**config.mk**
```make
export PLATFORM = sky130hd
export DESIGN_NAME = bracket_motor_command_parser
export DESIGN_NICKNAME = d
export VERILOG_FILES = /design/src/hw/rtl/bmcp_pkg.sv /design/src/hw/rtl/bracket_motor_command_parser.sv
export SDC_FILE = /design/constraint.sdc
export NUM_CORES = 1
export LEC_CHECK = 0
export BUFFER_PORTS_ARGS = -buffer_cell sky130_fd_sc_hd__clkbuf_2
export CAP_MARGIN = 25
export CORE_MARGIN = 8
export CORE_UTILIZATION = 50
export CTS_CLUSTER_DIAMETER = 100
export CTS_CLUSTER_SIZE = 20
export DETAILED_ROUTE_END_ITERATION = 10
export PLACE_DENSITY = 0.71
export SKIP_LAST_GASP = 1
export SLEW_MARGIN = 20
export SYNTH_ARGS = -nofsm -noshare
export SYNTH_HDL_FRONTEND = slang
export SYNTH_SLANG_ARGS = --single-unit
export TNS_END_PERCENT = 10
```
**constraint.sdc**
```tcl
create_clock -name aclk -period 4.4 [get_ports aclk]
set_clock_uncertainty 0.2 [all_clocks]
set_input_delay 0.88 -clock aclk [delete_from_list [all_inputs] [get_ports aclk]]
set_output_delay 0.88 -clock aclk [all_outputs]
set_load 0.03 [all_outputs]
```
**src/hw/rtl/bmcp_pkg.sv**
```systemverilog
`timescale 1ns / 1ps
// ----------------------------------------------------------------------------
// bmcp_pkg
// Types, character codes and helpers for the bracket motor command parser.
// ----------------------------------------------------------------------------
package bmcp_pkg;

    localparam int CHAR_W = 8;
    localparam int DIR_W  = 2;
    localparam int SPD_W  = 8;
    localparam int ACC_W  = 9;

    localparam logic [CHAR_W-1:0] CH_NUL   = 8'h00;
    localparam logic [CHAR_W-1:0] CH_OPEN  = 8'h28;   // '('
    localparam logic [CHAR_W-1:0] CH_W     = 8'h57;
    localparam logic [CHAR_W-1:0] CH_S     = 8'h53;
    localparam logic [CHAR_W-1:0] CH_A     = 8'h41;
    localparam logic [CHAR_W-1:0] CH_D     = 8'h44;
    localparam logic [CHAR_W-1:0] CH_ZERO  = 8'h30;   // '0'
    localparam logic [CHAR_W-1:0] CH_NINE  = 8'h39;   // '9'

    localparam logic [SPD_W-1:0]  MIN_SPEED_RESET = 8'd30;
    localparam logic [SPD_W-1:0]  SPEED_MAX       = 8'd255;
    localparam logic [ACC_W-1:0]  ACC_SAT         = 9'd256;

    typedef enum logic [2:0] {
        PH_SEEK1  = 3'd0,
        PH_DIR    = 3'd1,
        PH_SEEK2  = 3'd2,
        PH_SKIP   = 3'd3,
        PH_DIGITS = 3'd4,
        PH_DONE   = 3'd5
    } phase_t;

    typedef enum logic [2:0] {
        DC_NONE = 3'd0,
        DC_W    = 3'd1,
        DC_S    = 3'd2,
        DC_A    = 3'd3,
        DC_D    = 3'd4
    } dir_code_t;

    function automatic dir_code_t dir_decode(input logic [CHAR_W-1:0] c);
        dir_code_t d;
        unique case (c)
            CH_W:    d = DC_W;
            CH_S:    d = DC_S;
            CH_A:    d = DC_A;
            CH_D:    d = DC_D;
            default: d = DC_NONE;
        endcase
        return d;
    endfunction

    function automatic logic is_digit(input logic [CHAR_W-1:0] c);
        return (c >= CH_ZERO) && (c <= CH_NINE);
    endfunction

    // acc*10 + digit, saturating at 256; the low nibble of a digit is its value
    function automatic logic [ACC_W-1:0] add_digit(input logic [ACC_W-1:0] acc,
                                                   input logic [CHAR_W-1:0] c);
        logic [ACC_W+2:0] v;
        v = {acc, 3'b000} + {2'b00, acc, 1'b0} + {8'd0, c[3:0]};
        return (v > {4'd0, SPEED_MAX}) ? ACC_SAT : v[ACC_W-1:0];
    endfunction

endpackage

```
**src/hw/rtl/bracket_motor_command_parser.sv**
```systemverilog
`timescale 1ns / 1ps
// ----------------------------------------------------------------------------
// bracket_motor_command_parser
// Parses "(dir ... (speed" command text one byte per beat; a zero byte ends
// a message and produces one result with the held direction and speed.
// ----------------------------------------------------------------------------
// Output: a terminator beat shows its result in the cycle after acceptance.
// Throughput: one byte per cycle; the parse state and the result register
// update in the same cycle, and input stays open while a result waits as long
// as the result is taken in that cycle.
// Reset: synchronous active-low aresetn clears the parse state, the held
// command and the result register; min_speed returns to 30.
module bracket_motor_command_parser (
    input  logic                        aclk,
    input  logic                        aresetn,
    input  logic                        cfg_valid,
    output logic                        cfg_ready,
    input  logic [bmcp_pkg::SPD_W-1:0]  cfg_data,
    input  logic                        s_valid,
    output logic                        s_ready,
    input  logic [bmcp_pkg::CHAR_W-1:0] s_char_byte,
    output logic                        m_valid,
    input  logic                        m_ready,
    output logic                        m_ok,
    output logic [bmcp_pkg::DIR_W-1:0]  m_direction,
    output logic [bmcp_pkg::SPD_W-1:0]  m_speed
);
    import bmcp_pkg::*;

    logic [SPD_W-1:0] min_speed_reg;
    phase_t           phase_reg, phase_next;
    dir_code_t        pdir_reg, pdir_next;
    logic [ACC_W-1:0] acc_reg, acc_next;
    logic             m_valid_reg, m_valid_next;
    logic             m_ok_reg, m_ok_next;
    logic [DIR_W-1:0] m_dir_reg, m_dir_next;
    logic [SPD_W-1:0] m_speed_reg, m_speed_next;

    logic             s_fire;
    logic             good;
    logic [ACC_W-1:0] spd_thr;
    logic [DIR_W-1:0] pdir_idx;

    assign cfg_ready = 1'b1;
    assign s_ready   = !m_valid_reg || m_ready;
    assign s_fire    = s_valid && s_ready;

    // held direction and speed live in the result payload registers
    assign good = ((phase_reg == PH_SKIP) || (phase_reg == PH_DIGITS) ||
                   (phase_reg == PH_DONE)) && (pdir_reg != DC_NONE);
    assign spd_thr  = (acc_reg < {1'b0, min_speed_reg}) ? '0 : acc_reg;
    assign pdir_idx = DIR_W'(pdir_reg - DC_W);

    always_comb begin
        phase_next   = phase_reg;
        pdir_next    = pdir_reg;
        acc_next     = acc_reg;
        m_valid_next = m_valid_reg && !m_ready;
        m_ok_next    = m_ok_reg;
        m_dir_next   = m_dir_reg;
        m_speed_next = m_speed_reg;
        if (s_fire) begin
            if (s_char_byte == CH_NUL) begin
                m_valid_next = 1'b1;
                m_ok_next    = good;
                if (good) begin
                    m_dir_next   = pdir_idx;
                    m_speed_next = spd_thr[ACC_W-1] ? SPEED_MAX : spd_thr[SPD_W-1:0];
                end
                phase_next = PH_SEEK1;
                pdir_next  = DC_NONE;
                acc_next   = '0;
            end else begin
                unique case (phase_reg)
                    PH_SEEK1: begin
                        if (s_char_byte == CH_OPEN) phase_next = PH_DIR;
                    end
                    PH_DIR: begin
                        pdir_next  = dir_decode(s_char_byte);
                        // a bracket here doubles as the second bracket
                        phase_next = (s_char_byte == CH_OPEN) ? PH_SKIP : PH_SEEK2;
                    end
                    PH_SEEK2: begin
                        if (s_char_byte == CH_OPEN) phase_next = PH_SKIP;
                    end
                    PH_SKIP: begin
                        if (is_digit(s_char_byte)) begin
                            acc_next   = add_digit(acc_reg, s_char_byte);
                            phase_next = PH_DIGITS;
                        end
                    end
                    PH_DIGITS: begin
                        if (is_digit(s_char_byte)) begin
                            acc_next = add_digit(acc_reg, s_char_byte);
                        end else begin
                            phase_next = PH_DONE;
                        end
                    end
                    default: begin
                        phase_next = PH_DONE;
                    end
                endcase
            end
        end
    end

    always_ff @(posedge aclk) begin
        if (!aresetn) begin
            min_speed_reg <= MIN_SPEED_RESET;
            phase_reg     <= PH_SEEK1;
            pdir_reg      <= DC_NONE;
            acc_reg       <= '0;
            m_valid_reg   <= 1'b0;
            m_ok_reg      <= 1'b0;
            m_dir_reg     <= '0;
            m_speed_reg   <= '0;
        end else begin
            if (cfg_valid && cfg_ready) begin
                min_speed_reg <= cfg_data;
            end
            phase_reg   <= phase_next;
            pdir_reg    <= pdir_next;
            acc_reg     <= acc_next;
            m_valid_reg <= m_valid_next;
            m_ok_reg    <= m_ok_next;
            m_dir_reg   <= m_dir_next;
            m_speed_reg <= m_speed_next;
        end
    end

    assign m_valid     = m_valid_reg;
    assign m_ok        = m_ok_reg;
    assign m_direction = m_dir_reg;
    assign m_speed     = m_speed_reg;

endmodule

```
==> run metrics <==
status finished clean; Max Clk Rate 265 MHz; Arr. time, crit path 3.78 ns; DIE AREA 7160 um^2; final core occ a little under three fifths; Fin. Hold Viols 0; Core Region 4630 um^2; Startpoint Class primary input; Post-Syn Nets about 330; ant diodes 0; PwrDens 251 nW/um^2; Seq/Total Area, Yosys 29.8%; PortBufs 33; number of DRC markers in iteration 0 61; clock slew at reported path FFs approximately 0.080 ns; # DRC 0; share of the synthesized area in the top cell type 29.8%; largest cells by area after synthesis dfxtp_1, ha_1, nand2_1; hold_buf cts 0; Initial Utilization 50.8%; Avg Cell Area, Syn 8.41 um^2; Period minus WS final 3.77 ns; Lkg Pwr 1.26 nW; yosys warns 0; critical path fanouts, max 7; die width 84.6 um; GRT Total Usage between 10% and 20%; endpoints failing setup 0; number of I/O pins 35; first-pass GRT wire length 9070 um; vias per cell around 5.7; filler instances 450; buffers from clock root to sink, at most 2; Site Rows 25; final slew viol count 0; Num CTS Buffers 5; worst vdd ir 0.269 mV; Post-synth EDFFs 0; Worst-Skew Late Latency 0.29 ns; register bit total from synthesis 35; area taken by multi-input logic gates 1520 um^2; Syn Inst Count 280; Crit path required time 4.41 ns; Congestion Overflow GR 0; Rel. slew slack 66.0%; H-Tree Depth 2; Hold Crit Class reg2reg; register area 701 um^2; 1st-pass router iterations 4; routed vias 2071; post-route ant nets 0; Post-CTS Setup Repair Bufs 0; Synth area leader dfxtp_1; Synth async-reset ratio 0%; RSZ-0062 raised after global routing no; DP HPWL a little over 4000 um; max_cap viols 0; Placer Congestion 0.859; Clk Tree Root Cell clkbuf_8; drt wl/cell 14.3 um; post_cts resized 0; fin nets 358; Die Y 84.6 um; vias in the first global route 1945; initial antenna violation count 0; Syn Std Cell Area 2350 um^2; final WL between 5000 and 6000 um; Worst Tran Pin Value roughly 0.51 ns; Primary FF master, synth dfxtp_1; max FFs per register 9; Worst setup EP type flop; Crit Path Class in2reg; clock sink count 35; Layout area overhead 12.2%; TritonCTS clock tree yes; TNS Setup 0 ns; post-synth cell types 57; share of layout cells above drive strength 1 between 10% and 20%; Tcrit/Tclk final 85.7%; largest net degree at the start of global routing 17
## worst max-delay path, stage by stage
cell and delay [ns]:
clkbuf_2 0.15, inv_1 0.08, fa_1 0.53, inv_1 0.06, fa_1 0.47, a211oi_1 0.33
nor3_1 0.11, or3_1 0.33, a221oi_2 0.31, nand4_1 0.26, o31ai_1 0.28
## cell usage after synthesis, types with 2 or more instances
| cell | n |
|---|---|
| a211oi_1 | 3 |
| a21o_1 | 4 |
| a21oi_1 | 16 |
| a22o_1 | 8 |
| a311oi_1 | 2 |
| a31oi_1 | 2 |
| and2_1 | 4 |
| and3_1 | 2 |
| buf_6 | 2 |
| clkbuf_1 | 4 |
| dfxtp_1 | 35 |
| fa_1 | 2 |
| ha_1 | 25 |
| inv_1 | 21 |
| mux2i_1 | 7 |
| nand2_1 | 29 |
| nand2b_1 | 4 |
| nand3_1 | 12 |
| nand3b_1 | 2 |
| nand4_1 | 3 |
| nand4b_1 | 2 |
| nor2_1 | 19 |
| nor2b_1 | 6 |
| nor3_1 | 4 |
| nor3_4 | 2 |
| nor4_1 | 2 |
| o211ai_1 | 4 |
| o21ai_0 | 15 |
| or2_2 | 10 |
| xnor2_1 | 2 |
## layer usage
metal	vias up	GRT usage [%]	wire, um
li1	1060	-	-
met1	961	18.5	2500
met2	44	25.2	2390
met3	6	4.10	293
met4	0	4.05	47
met5	-	0	0
## cells by family after synthesis
kind of cell,Yosys count,synth area share (%)
adder cells (fa/ha/maj),27,15.0
buffers and inverters,31,5.85
AND/OR/NAND/NOR,108,24.5
AO/OA/AOI/OAI,67,20.1
multiplexers,8,3.46
XOR/XNOR,3,1.12
other,1,0.159
flip-flops,35,29.8
## path summary, 6_finish.rpt
| path | start | end | depth (start not counted) | slack [ns] |
|---|---|---|---|---|
| max | s_char_byte[3] | acc_reg[6]$_SDFFE_PN0P_ | 11 | 0.63 |
| max reg2reg | acc_reg[0]$_SDFFE_PN0P_ | acc_reg[6]$_SDFFE_PN0P_ | 10 | 0.94 |
| min reg2reg | m_direction[0]$_SDFFE_PN0P_ | m_direction[0]$_SDFFE_PN0P_ | 2 | 0.25 |
| min | m_direction[0]$_SDFFE_PN0P_ | m_direction[0]$_SDFFE_PN0P_ | 2 | 0.25 |
## per-stage QoR
step / std cells / instance area [um^2] / worst slack (ns) / power [mW] / hold WS (ns)
after floorplan: 280 / 2350 / 0.711 / 0.360 / 0.244
after global placement: 357 / 2530 / 0.362 / 0.377 / 0.238
after detailed placement: 357 / 2530 / 0.310 / 0.378 / 0.242
after CTS: 365 / 2640 / 0.612 / 0.666 / 0.253
after global routing: 365 / 2640 / 0.314 / 0.685 / 0.280
final: 365 / 2640 / 0.631 / 0.663 / 0.252
## report_power, final
group / switching, mW / internal, mW
sequential: 0.00178 / 0.321
combinational: 0.0294 / 0.0185
clock: 0.123 / 0.169
## area by class of cell
class	count	area share, %
clock buffers	5	2.61
clock inverters	3	1.66
inverters	21	2.99
multi-input cells	214	57.4
flip-flops and latches	35	26.5
well taps	54	2.56
repair buffers	33	6.26
## placed cells by master (no fill, tap or decap), types with 2 or more instances in the layout
| master | count |
|---|---|
| nand3_1 | 12 |
| nor4_1 | 2 |
| a22o_1 | 8 |
| inv_1 | 21 |
| o21ai_0 | 15 |
| nand4_1 | 3 |
| ha_1 | 25 |
| nor3_4 | 2 |
| and3_1 | 2 |
| nor3_1 | 4 |
| nor2_1 | 19 |
| mux2i_1 | 7 |
| clkbuf_2 | 33 |
| and2_1 | 4 |
| clkbuf_8 | 5 |
| nand3b_1 | 2 |
| xnor2_1 | 2 |
| a21oi_1 | 16 |
| nor2b_1 | 6 |
| or2_2 | 10 |
| dfxtp_1 | 35 |
| fa_1 | 2 |
| a311oi_1 | 2 |
| nand4b_1 | 2 |
| nand2b_1 | 4 |
| a211oi_1 | 3 |
| nand2_1 | 29 |
| a21o_1 | 4 |
| o211ai_1 | 4 |
| a31oi_1 | 2 |
Power figures use the tool's default switching activity.
